File: src/sv/bnic_pkg.sv
// Shared types and constants for the channels-last batch normalization block.
// No dependencies; every other file imports this package.
`timescale 1ns / 1ps
`default_nettype none

package bnic_pkg;

    // Table geometry.
    localparam int MAX_CHANNELS = 64;
    localparam int CH_W         = $clog2(MAX_CHANNELS);

    // Back-end pipeline geometry.
    localparam int DIV_BITS    = 63;   // quotient bits of 2^62 / D
    localparam int SQRT_STEPS  = 32;   // digit steps of the integer square root
    localparam int STG_DIV0    = 1;
    localparam int STG_SQRT0   = STG_DIV0 + DIV_BITS;
    localparam int STG_MUL     = STG_SQRT0 + SQRT_STEPS;
    localparam int STG_XBAR    = STG_MUL + 1;
    localparam int STG_PP      = STG_XBAR + 1;
    localparam int STG_PROD    = STG_PP + 1;
    localparam int STG_LAST    = STG_PROD + 1;
    localparam int NUM_STAGES  = STG_LAST + 1;

    // Queue between front and back.
    localparam int FIFO_DEPTH = 4;
    localparam int FIFO_AW    = $clog2(FIFO_DEPTH);
    localparam int FIFO_CW    = FIFO_AW + 1;

    // Configuration register indexes.
    localparam logic [1:0] REG_CHANNEL_COUNT = 2'd0;
    localparam logic [1:0] REG_EPSILON       = 2'd1;
    localparam logic [1:0] REG_USE_GAMMA     = 2'd2;
    localparam logic [1:0] REG_USE_BETA      = 2'd3;

    // Item actions.
    localparam logic ACT_LOAD   = 1'b0;
    localparam logic ACT_SAMPLE = 1'b1;

    typedef struct packed {
        logic               action;
        logic [CH_W-1:0]    channel;
        logic signed [31:0] sample;
        logic signed [31:0] param_mean;
        logic [31:0]        param_variance;
        logic signed [31:0] param_gamma;
        logic signed [31:0] param_beta;
    } in_item_t;

    typedef struct packed {
        logic signed [31:0] result_value;
        logic [CH_W-1:0]    result_channel;
        logic               row_end;
    } out_item_t;

    typedef struct packed {
        logic [6:0]  channel_count;
        logic [15:0] epsilon;
        logic        use_gamma;
        logic        use_beta;
    } cfg_t;

    // One channel's stored parameters.
    typedef struct packed {
        logic [31:0] mean;
        logic [31:0] variance;
        logic [31:0] gamma;
        logic [31:0] beta;
    } param_t;

    // Sample item after the table lookup, queued for the back end.
    typedef struct packed {
        logic [31:0]     sample;
        param_t          prm;
        logic [CH_W-1:0] ch;
        logic            row_end;
    } fe_item_t;

    // Per-item control that rides along the back-end pipeline.
    typedef struct packed {
        logic               neg;
        logic               zero_den;
        logic               mag_zero;
        logic signed [31:0] b;
        logic [32:0]        mag_d;
        logic [31:0]        mag_g;
        logic [CH_W-1:0]    ch;
        logic               row_end;
    } ctl_t;

endpackage

`default_nettype wire

File: src/sv/bnic_fifo.sv
// Short queue of looked-up sample items between front and back end.
// Depends on bnic_pkg.
`timescale 1ns / 1ps
`default_nettype none

module bnic_fifo
    import bnic_pkg::*;
(
    input  wire logic     clk,
    input  wire logic     rst_n,
    input  wire logic     push,
    input  wire fe_item_t push_data,
    input  wire logic     pop,
    output logic          not_empty,
    output fe_item_t      head,
    output logic [FIFO_CW-1:0] count
);

    fe_item_t           slot_reg [0:FIFO_DEPTH-1];
    logic [FIFO_AW-1:0] wr_ptr_reg;
    logic [FIFO_AW-1:0] rd_ptr_reg;
    logic [FIFO_CW-1:0] count_reg;
    logic               do_pop;

    assign do_pop    = pop && (count_reg != '0);
    assign not_empty = (count_reg != '0);
    assign head      = slot_reg[rd_ptr_reg];
    assign count     = count_reg;

    // Storage; the producer never pushes into a full queue.
    always_ff @(posedge clk)
    begin
        if (push)
        begin
            slot_reg[wr_ptr_reg] <= push_data;
        end
    end

    // Pointers and fill count.
    always_ff @(posedge clk or negedge rst_n)
    begin
        if (!rst_n)
        begin
            wr_ptr_reg <= '0;
            rd_ptr_reg <= '0;
            count_reg  <= '0;
        end
        else
        begin
            if (push)
            begin
                wr_ptr_reg <= wr_ptr_reg + 1'b1;
            end
            if (do_pop)
            begin
                rd_ptr_reg <= rd_ptr_reg + 1'b1;
            end
            if (push && !do_pop)
            begin
                count_reg <= count_reg + 1'b1;
            end
            else if (!push && do_pop)
            begin
                count_reg <= count_reg - 1'b1;
            end
        end
    end

endmodule

`default_nettype wire

File: config.mk
export PLATFORM = sky130hd
export DESIGN_NAME = bnic_fifo
export DESIGN_NICKNAME = d
export VERILOG_FILES = /design/src/sv/bnic_pkg.sv /design/src/sv/bnic_fifo.sv
export SDC_FILE = /design/constraint.sdc
export NUM_CORES = 1
export LEC_CHECK = 0
export ABC_AREA = 1
export BUFFER_PORTS_ARGS = -buffer_cell sky130_fd_sc_hd__clkbuf_2
export CAP_MARGIN = 20
export CORE_UTILIZATION = 52
export DETAILED_ROUTE_END_ITERATION = 6
export MAX_ROUTING_LAYER = met4
export PLACE_DENSITY_LB_ADDON = 0.08
export SYNTH_ARGS = -nofsm -noshare
export SYNTH_HDL_FRONTEND = slang
export SYNTH_SLANG_ARGS = --single-unit
File: constraint.sdc
create_clock -name clk -period 4.3 [get_ports clk]
set_clock_uncertainty 0.15 [all_clocks]
set_input_delay 0.86 -clock clk [delete_from_list [all_inputs] [get_ports clk]]
set_output_delay 0.86 -clock clk [all_outputs]
set_load 0.005 [all_outputs]
==> results of run 1 <==
worst max path at each step:
stage	endpoint	cells after the start
2_1_floorplan	slot_reg[1][0]$_DFFE_PP_	3
3_3_place_gp	slot_reg[3][124]$_DFFE_PP_	5
3_5_place_dp	slot_reg[3][105]$_DFFE_PP_	5
4_1_cts	head[16]	6
5_1_grt	head[21]	6
6_report	head[16]	6
area by class of cell:
| class | instances | area, sq um | area share (%) |
|---|---|---|---|
| Inverter | 347 | 1330 | 4.24 |
| Multi-Input combinational cell | 869 | 4730 | 15.1 |
| Clock buffer | 93 | 1860 | 5.93 |
| Antenna cell | 10 | 25.0 | 0.0797 |
| Timing Repair Buffer | 377 | 2240 | 7.15 |
| Sequential cell | 675 | 20200 | 64.5 |
| Tap cell | 680 | 851 | 2.71 |
| Clock inverter | 25 | 106 | 0.339 |
cells in the mapped netlist:
| cell | n | area share, % |
|---|---|---|
| buf_2 | 36 | 0.67 |
| buf_4 | 6 | 0.17 |
| buf_6 | 36 | 1.5 |
| clkbuf_1 | 34 | 0.47 |
| dfrtp_1 | 7 | 0.65 |
| edfxtp_1 | 668 | 74 |
| fa_1 | 1 | 0.074 |
| ha_1 | 5 | 0.23 |
| inv_1 | 345 | 4.8 |
| inv_2 | 2 | 0.028 |
| nand2_1 | 521 | 7.2 |
| nand3_1 | 3 | 0.056 |
| nand4_1 | 1 | 0.023 |
| nor2_1 | 1 | 0.014 |
| o211ai_1 | 307 | 8.5 |
| o211ai_2 | 27 | 1.3 |
| o21ai_0 | 1 | 0.019 |
| xnor2_1 | 1 | 0.032 |
| xor2_1 | 1 | 0.032 |
cells in the final DEF (no fill, tap or decap):
cell type / Yosys / layout
clkinv_1: 0 / 18
inv_1: 345 / 341
o211ai_2: 27 / 27
dfrtp_4: 0 / 1
clkbuf_16: 0 / 71
xnor2_1: 1 / 1
buf_4: 6 / 14
edfxtp_1: 668 / 668
nand3_1: 3 / 3
nor2_1: 1 / 1
inv_8: 0 / 1
clkbuf_1: 34 / 22
inv_6: 0 / 2
xor2_1: 1 / 1
clkinv_2: 0 / 6
dlygate4sd3_1: 0 / 1
clkinvlp_4: 0 / 4
o211ai_1: 307 / 307
dfrtp_1: 7 / 6
buf_12: 0 / 21
diode_2: 0 / 10
fa_1: 1 / 1
nand4_1: 1 / 1
ha_1: 5 / 5
nand2_1: 521 / 521
o21ai_0: 1 / 1
clkbuf_2: 0 / 341
critical path, delay by kind of cell, from the launching register on:
kind,cells,cell delay [ns]
AO/OA/AOI/OAI,1,0.11
buffers and inverters,3,1.06
flip-flops,1,0.45
AND/OR/NAND/NOR,2,0.23
power by group:
part / internal [mW] / switching [mW] / total (mW)
logic: 2.35 / 4.48 / 6.84
registers: 8.59 / 0.270 / 8.86
clock network: 3.01 / 2.28 / 5.29
total: 14.0 / 7.04 / 21.0
cell families (layout without fill, tap and decap cells):
logic type / count (synthesis) / after routing / share of synthesized area (%)
adder cells (fa/ha/maj): 6 / 6 / 0.306
AND/OR/NAND/NOR: 526 / 526 / 7.33
other: 0 / 10 / 0
AO/OA/AOI/OAI: 335 / 335 / 9.80
flip-flops: 675 / 675 / 74.9
buffers and inverters: 459 / 842 / 7.63
XOR/XNOR: 2 / 2 / 0.0648
layer usage:
layer / global-route usage (%) / vias up / routed length [um]
met5: - / - / 0
met4: 7.02 / 0 / 996
met3: 6.25 / 73 / 3930
met2: 33.6 / 325 / 26200
met1: 26.1 / 7483 / 23000
li1: - / 7722 / -
what timing repair did:
item | 4_1_cts | 5_1_grt
setup buffers | 0 | 0
hold buffers | 1 | 0
gates resized for setup | 0 | 0
hold endpoints to repair | 7 | 0
==> flow_metrics.py, run 1 <==
metrics = {
    "worst_setup_path": {
        "ff2ff_path_depth": 5,
        "regToRegSetupSlack_ns": 1.71,
        "cp-end-kind": "output port",
        "startpoint": "rd_ptr_reg[0]$_DFFE_PN0P_",
        "critPathArrivalTime_ns": 2.54,
        "path_class": "flop to output port",
        "cpMostUsedCell": "nand2_1",
        "r2r_start": "wr_ptr_reg[0]$_DFFE_PN0P_",
        "rr_endpoint": "slot_reg[3][105]$_DFFE_PP_",
        "cpPeakStageDelay_ns": 0.53,
        "path_cells": "inv_8 > buf_4 > nand2_1 > o211ai_1 > nand2_1 > clkbuf_2",
        "crit_required_ns": 3.29,
        "cp_max_fo": 91,
        "cp-start-kind": "flop",
        "crit_slowest_cell": "buf_4",
    },
    "floorplanning": {
        "initial_utilization_pct": 52.7,
        "row_count": 83,
        "core_area_sq_mm": 0.0513,
        "die_w_um": 230,
        "ios": 342,
        "fp.dieArea_sq_mm": 0.0529,
        "fp.dieH_um": 230,
    },
    "placement": {
        "place_ws_ns": 1.12,
        "io_buffers": 341,
        "routabilityCongestion": 0.764,
        "dpl_cell_area_sq_mm": 0.0294,
        "dpl.cell_count": 2947,
        "dpl.hpwl_um": 31500,
    },
    "routing": {
        "drt_pass1_iterations": 5,
        "ant_nets": 0,
        "drt_iter0_markers": 742,
        "num_vias": 15603,
        "viasPerCell": 5.07,
        "drc": 0,
        "totalWireLength_um": 54100,
        "routedWlPerCell_um": 17.6,
    },
    "job": {
        "max-cap-violations": 0,
    },
    "timing": {
        "worstMarginPinSlew_ns": 1.01,
        "period_minus_slack_ns": 3.55,
        "finalWorstSetupSlack_ns": 0.747,
        "slew_headroom_pct": 32.7,
        "drv_slew": 0,
        "rsz0062_at_grt": "false",
        "hold_viol": 0,
        "finalCritPeriodShare_pct": 82.6,
        "finalSetupViolations": 0,
        "fmax_mhz": 281,
        "hold-worst-slack_ns": 0.334,
        "tns_ns": 0,
    },
    "worst_hold_path": {
        "min-delay-start": "push_data[134]",
        "hold_depth": 1,
        "hold_end": "slot_reg[0][134]$_DFFE_PP_",
        "hp-class": "input port to flop",
    },
    "global_route": {
        "antenna_found_initial": 9,
        "grt_pass1_wl_um": 82600,
        "grt-ovfl-total": 0,
        "grt_max_degree": 169,
        "grt_pass1_vias": 14640,
        "grtUsageTotal_pct": 21.2,
    },
    "cells_and_area": {
        "nets": 2516,
        "fin_area_sq_mm": 0.0314,
        "syn_to_final_growth_pct": 16.1,
        "final_util_pct": 61.2,
        "fillers": 3970,
        "layout-drive-gt1-share_pct": 20.5,
        "fin_cells": 3076,
        "largest_register_ffs": 668,
    },
    "yosys": {
        "syn_avg_cell_area_sq_um": 13.5,
        "synth_warnings": 0,
        "synth.distinct_cells": 19,
        "ys_seq_elements": 675,
        "synthCells": 2003,
        "synth_seq_area_share_pct": 74.9,
        "synth_fp_nets": 2180,
        "syn_area_sq_mm": 0.0270,
    },
    "power": {
        "power_density_mw_per_mm2": 669,
        "irDropWorstVdd_uv": 725,
        "power_mw": 21.0,
        "p_leak_nw": 12.7,
    },
    "run_status": {
        "status": "complete, no violations",
    },
    "clock_tree": {
        "clock_latency_ns": 0.58,
        "cts_buffers": 69,
        "cts_root_buf": "clkbuf_16",
        "cts_tree": "yes",
        "clkTransAtPathRegs_ns": 0.06,
        "cts_max_level": 3,
        "clk_path_buf_depth": 3,
        "clock-sinks": 675,
    },
}
(Power assumes the default switching activity.)
==> inputs of run 2 (changes only) <==
clock period = 2.91 ns   (was 4.3 ns; I/O delays follow)
==> run 2 against run 1 <==
Against the previous run: global-route usage is 1.3 points higher; clock power up 64%; first-iteration DRC count shrank 4.6%; critical endpoint is now head[96]; worst setup slack worse by 0.68 ns; largest cell class unchanged; routed wire length rose by 5.6%.
==> flow_metrics.py, run 2 (synthesized netlist as in run 1, its figures left out) <==
metrics = {
    "placement": {
        "dpl_cell_area_sq_mm": 0.0294,
        "dpl.cell_count": 2946,
        "place_ws_ns": 0.528,
        "io_buffers": 341,
        "routabilityCongestion": 0.789,
        "dpl.hpwl_um": 32300,
    },
    "global_route": {
        "grt-ovfl-total": 0,
        "grt_pass1_vias": 15643,
        "grtUsageTotal_pct": 22.5,
        "antenna_found_initial": 14,
        "grt_max_degree": 95,
        "grt_pass1_wl_um": 87800,
    },
    "routing": {
        "drt_iter0_markers": 708,
        "viasPerCell": 5.14,
        "num_vias": 15855,
        "drc": 0,
        "drt_pass1_iterations": 5,
        "ant_nets": 0,
        "totalWireLength_um": 57100,
        "routedWlPerCell_um": 18.5,
    },
    "clock_tree": {
        "clkTransAtPathRegs_ns": 0.06,
        "cts_root_buf": "clkbuf_16",
        "cts_tree": "yes",
        "cts_buffers": 70,
        "clk_path_buf_depth": 3,
        "cts_max_level": 3,
        "clock_latency_ns": 0.58,
        "clock-sinks": 675,
        "cts_setup_buffers": 0,
    },
    "worst_setup_path": {
        "critPathArrivalTime_ns": 2.11,
        "cp_max_fo": 75,
        "cp-start-kind": "flop",
        "crit_required_ns": 2.18,
        "path_class": "flop to output port",
        "cp-end-kind": "output port",
    },
    "timing": {
        "rsz0062_at_grt": "true",
        "period_minus_slack_ns": 2.85,
        "slew_headroom_pct": 57.8,
        "fmax_mhz": 351,
        "worstMarginPinSlew_ns": 0.633,
        "finalSetupViolations": 0,
        "drv_slew": 0,
        "finalWorstSetupSlack_ns": 0.0639,
        "finalCritPeriodShare_pct": 97.8,
        "hold_viol": 0,
    },
    "cells_and_area": {
        "layout-drive-gt1-share_pct": 21.3,
        "largest_register_ffs": 668,
        "fin_cells": 3083,
        "final_cell_mix": "668 x edfxtp_1, 517 x nand2_1, 341 x inv_1, 341 x clkbuf_2, 307 x o211ai_1",
        "syn_to_final_growth_pct": 17.8,
        "mostFrequentLayoutCell": "edfxtp_1",
        "nets": 2520,
        "fin_area_sq_mm": 0.0318,
    },
    "job": {
        "max-cap-violations": 0,
    },
    "power": {
        "power_mw": 32.4,
        "irDropWorstVdd_uv": 623,
        "p_leak_nw": 12.9,
        "power_density_mw_per_mm2": 1020,
    },
    "floorplanning": {
        "fp.dieArea_sq_mm": 0.0529,
        "fp.dieH_um": 230,
        "row_count": 83,
        "ios": 342,
        "initial_utilization_pct": 52.7,
        "core_area_sq_mm": 0.0513,
        "die_w_um": 230,
    },
    "worst_hold_path": {
        "hp-class": "input port to flop",
    },
    "run_status": {
        "status": "complete, no violations",
    },
}
## run 2: final timing paths
path / from / to / slack [ns] / depth (start not counted)
hold / removal: push_data[58] / slot_reg[3][58]$_DFFE_PP_ / 0.06 / 1
setup / recovery: rd_ptr_reg[0]$_DFFE_PN0P_ / head[96] / 0.06 / 6
max in group asynchronous: rst_n / rd_ptr_reg[1]$_DFFE_PN0P_ / 2.15 / 2
setup reg to reg: count[0]$_DFFE_PN0P_ / count[2]$_DFFE_PN0P_ / 0.86 / 10
hold reg to reg: count[2]$_DFFE_PN0P_ / count[2]$_DFFE_PN0P_ / 0.37 / 2
min in group asynchronous: rst_n / count[1]$_DFFE_PN0P_ / 0.25 / 2
## run 2: per-stage QoR
step	setup TNS [ns]	hold WS (ns)	utilization [%]
2_1_floorplan	-595.06	0.136	-
3_3_place_gp	0	0.292	57.4
3_5_place_dp	0	0.290	57.4
4_1_cts	0	0.0221	61.9
5_1_grt	-1.94	0.0281	62.0
6_report	0	0.0576	62.0
## run 2: cell type report
| class | count | area (sq um) |
|---|---|---|
| well taps | 680 | 851 |
| clock buffers | 83 | 1860 |
| repair buffers | 378 | 2360 |
| fillers | 3921 | 19500 |
| multi-input cells | 869 | 4760 |
| repair inverters | 2 | 17.5 |
| diodes | 14 | 35.0 |
| clock inverters | 35 | 362 |
| inverters | 347 | 1350 |
| flip-flops and latches | 675 | 20200 |
## run 2: per-layer routing
layer	wire, um	GRT usage (%)	vias up
li1	-	-	7720
met1	24100	27.9	7710
met2	27800	36.0	351
met3	3950	5.94	74
met4	1180	7.62	0
met5	0	-	-
## run 2: where the power goes
part / total [mW] / switching [mW] / internal, mW
combinational: 10.6 / 6.83 / 3.74
clock: 8.69 / 3.45 / 5.25
sequential: 13.2 / 0.455 / 12.7
## run 2: worst max-delay path, cell delays in order (launching register included)
cell      delay (ns)
dfrtp_2         0.55
inv_16          0.22
buf_16          0.28
nand2_1         0.09
o211ai_1        0.10
nand2_1         0.10
clkbuf_2        0.12
## run 2: timing repair
action                     4_1_cts  5_1_grt
setup endpoints to repair      135       80
cloned                           4        0
pin swaps                        0        0
hold endpoints to repair         7        0
hold buffers                     1        0
gates resized for setup          8        3
==> inputs of run 3 (changes only) <==
CTS_BUF_LIST = sky130_fd_sc_hd__clkbuf_8 sky130_fd_sc_hd__clkbuf_16   (was not set)
==> run 3 against run 2 <==
Against the previous run: clock power fell by 0.5%; register-to-register slack about the same; worst hold slack got worse by 0.00052 ns; sequential share of layout area stayed put; non-clock buffer count stayed put; flip-flop and latch count stayed put; largest cell class unchanged; largest power group unchanged; highest routed layer unchanged.
==> flow_metrics.py, run 3 (synthesized netlist as in run 1, its figures left out) <==
metrics = {
    "routing": {
        "ant_nets": 0,
        "num_vias": 15876,
        "met3_length_um": 3890,
        "totalWireLength_um": 57100,
        "drt_pass1_iterations": 5,
        "drc": 0,
        "top_layer": "met4",
        "route.met2.wl_um": 27900,
        "drt_iter0_markers": 709,
        "viasPerCell": 5.15,
        "wl_met1_um": 24100,
        "routedWlPerCell_um": 18.5,
    },
    "placement": {
        "routabilityCongestion": 0.789,
        "place_ws_ns": 0.528,
        "dpl_cell_area_sq_mm": 0.0294,
        "dpl.hpwl_um": 32300,
        "io_buffers": 341,
    },
    "timing": {
        "hold_viol": 0,
        "period_minus_slack_ns": 2.85,
        "finalWorstSetupSlack_ns": 0.0630,
        "fmax_mhz": 351,
        "drv_slew": 0,
        "finalCritPeriodShare_pct": 97.8,
        "finalSetupViolations": 0,
        "slew_headroom_pct": 57.6,
        "tns_ns": 0,
        "rsz0062_at_grt": "true",
        "worstMarginPinSlew_ns": 0.635,
    },
    "job": {
        "max-cap-violations": 0,
    },
    "cells_and_area": {
        "final_cell_mix": "668 x edfxtp_1, 517 x nand2_1, 351 x inv_1",
        "fin_area_sq_mm": 0.0318,
        "largest_register_ffs": 668,
        "mostFrequentLayoutCell": "edfxtp_1",
        "layout-drive-gt1-share_pct": 21.3,
        "syn_to_final_growth_pct": 17.8,
        "nets": 2520,
    },
    "clock_tree": {
        "clkTransAtPathRegs_ns": 0.06,
        "cts_buffers": 70,
        "clk_path_buf_depth": 3,
        "clock_latency_ns": 0.58,
        "cts_tree": "yes",
        "cts_root_buf": "clkbuf_16",
        "clock-sinks": 675,
        "cts_max_level": 3,
    },
    "power": {
        "p_switching_mw": 10.7,
        "p_leak_nw": 12.9,
        "irDropWorstVdd_uv": 623,
        "p_int_mw": 21.7,
        "power_density_mw_per_mm2": 1020,
        "p_seq_share_pct": 40.6,
        "switching_share_pct": 33.1,
        "comb_power_share_pct": 32.6,
        "p_clk_share_pct": 26.7,
    },
    "worst_setup_path": {
        "startpoint": "rd_ptr_reg[0]$_DFFE_PN0P_",
        "cpMostUsedCell": "nand2_1",
        "cp_max_fo": 75,
        "critPathArrivalTime_ns": 2.11,
        "cp-start-kind": "flop",
        "r2r_start": "count[0]$_DFFE_PN0P_",
        "crit_required_ns": 2.18,
        "cp-end-kind": "output port",
        "path_class": "flop to output port",
        "cpPeakStageDelay_ns": 0.55,
        "path_cells": "inv_16 > buf_16 > nand2_1 > o211ai_1 > nand2_1 > clkbuf_2",
        "crit_slowest_cell": "dfrtp_2",
    },
    "worst_hold_path": {
        "hp-class": "input port to flop",
        "min-delay-start": "push_data[58]",
    },
    "global_route": {
        "grt_max_degree": 95,
        "grtUsageTotal_pct": 22.5,
        "grt_pass1_vias": 15645,
        "antenna_found_initial": 14,
        "grt_pass1_wl_um": 87800,
        "grt-ovfl-total": 0,
    },
    "floorplanning": {
        "row_count": 83,
        "fp.dieH_um": 230,
        "core_area_sq_mm": 0.0513,
        "die_w_um": 230,
        "initial_utilization_pct": 52.7,
        "ios": 342,
        "fp.dieArea_sq_mm": 0.0529,
    },
    "run_status": {
        "status": "complete, no violations",
    },
}
run 3: cell types whose count changed in the layout (fill, tap and decap cells not counted):
cell	before	now
inv_1	341	351
clkbuf_1	10	0
run 3: layout make-up:
type | instances | area, sq um
well taps | 680 | 851
clock inverters | 45 | 399
multi-input cells | 869 | 4760
fillers | 3921 | 19500
diodes | 14 | 35.0
repair inverters | 2 | 17.5
inverters | 347 | 1350
flip-flops and latches | 675 | 20200
repair buffers | 378 | 2360
clock buffers | 73 | 1830
run 3: final timing paths:
check / cells after the start / end / slack (ns)
max: 6 / head[96] / 0.06
min: 1 / slot_reg[3][58]$_DFFE_PP_ / 0.06
max reg2reg: 10 / count[2]$_DFFE_PN0P_ / 0.86
min reg2reg: 2 / count[2]$_DFFE_PN0P_ / 0.37
max in group asynchronous: 2 / rd_ptr_reg[1]$_DFFE_PN0P_ / 2.15
min in group asynchronous: 2 / count[1]$_DFFE_PN0P_ / 0.26
run 3: repair_timing:
action,CTS,global route
hold endpoints to repair,7,0
cloned,4,0
setup endpoints to repair,135,80
gates resized for setup,8,3
buffers inserted,0,0
hold buffers,1,0
run 3: critical path, delay by kind of cell (launching register included):
kind	cells	cell delay (ns)
buffers and inverters	3	0.62
DFF	1	0.55
and+or+nand+nor	2	0.19
AOI/OAI and AO/OA	1	0.10
run 3: per-layer routing:
layer  vias up  global-route usage [%]
met5         -                       -
met4         0                    7.62
met3        76                    5.94
met2       360                    36.0
met1      7719                    27.9
li1       7721                       -
run 3: stage by stage:
| step | cells | utilization, % | hold WS, ns | power, mW |
|---|---|---|---|---|
| 5_1_grt | 3083 | 62.0 | 0.0281 | 34.2 |
| 2_1_floorplan | 2003 | - | 0.136 | 19.8 |
| 4_1_cts | 3069 | 61.9 | 0.0221 | 32.8 |
| 3_3_place_gp | 2946 | 57.4 | 0.292 | 23.6 |
| 6_report | 3083 | 62.0 | 0.0570 | 32.4 |
| 3_5_place_dp | 2946 | 57.4 | 0.290 | 23.8 |
run 3: power groups by stage:
stage                     clock network, mW  registers [mW]  logic (mW)
after global placement                    0            13.3        10.4
after global routing                   9.21            13.3        11.7
final                                  8.65            13.2        10.6
after floorplan                           0            13.4        6.45
after CTS                              8.84            13.2        10.8
after detailed placement                  0            13.3        10.5
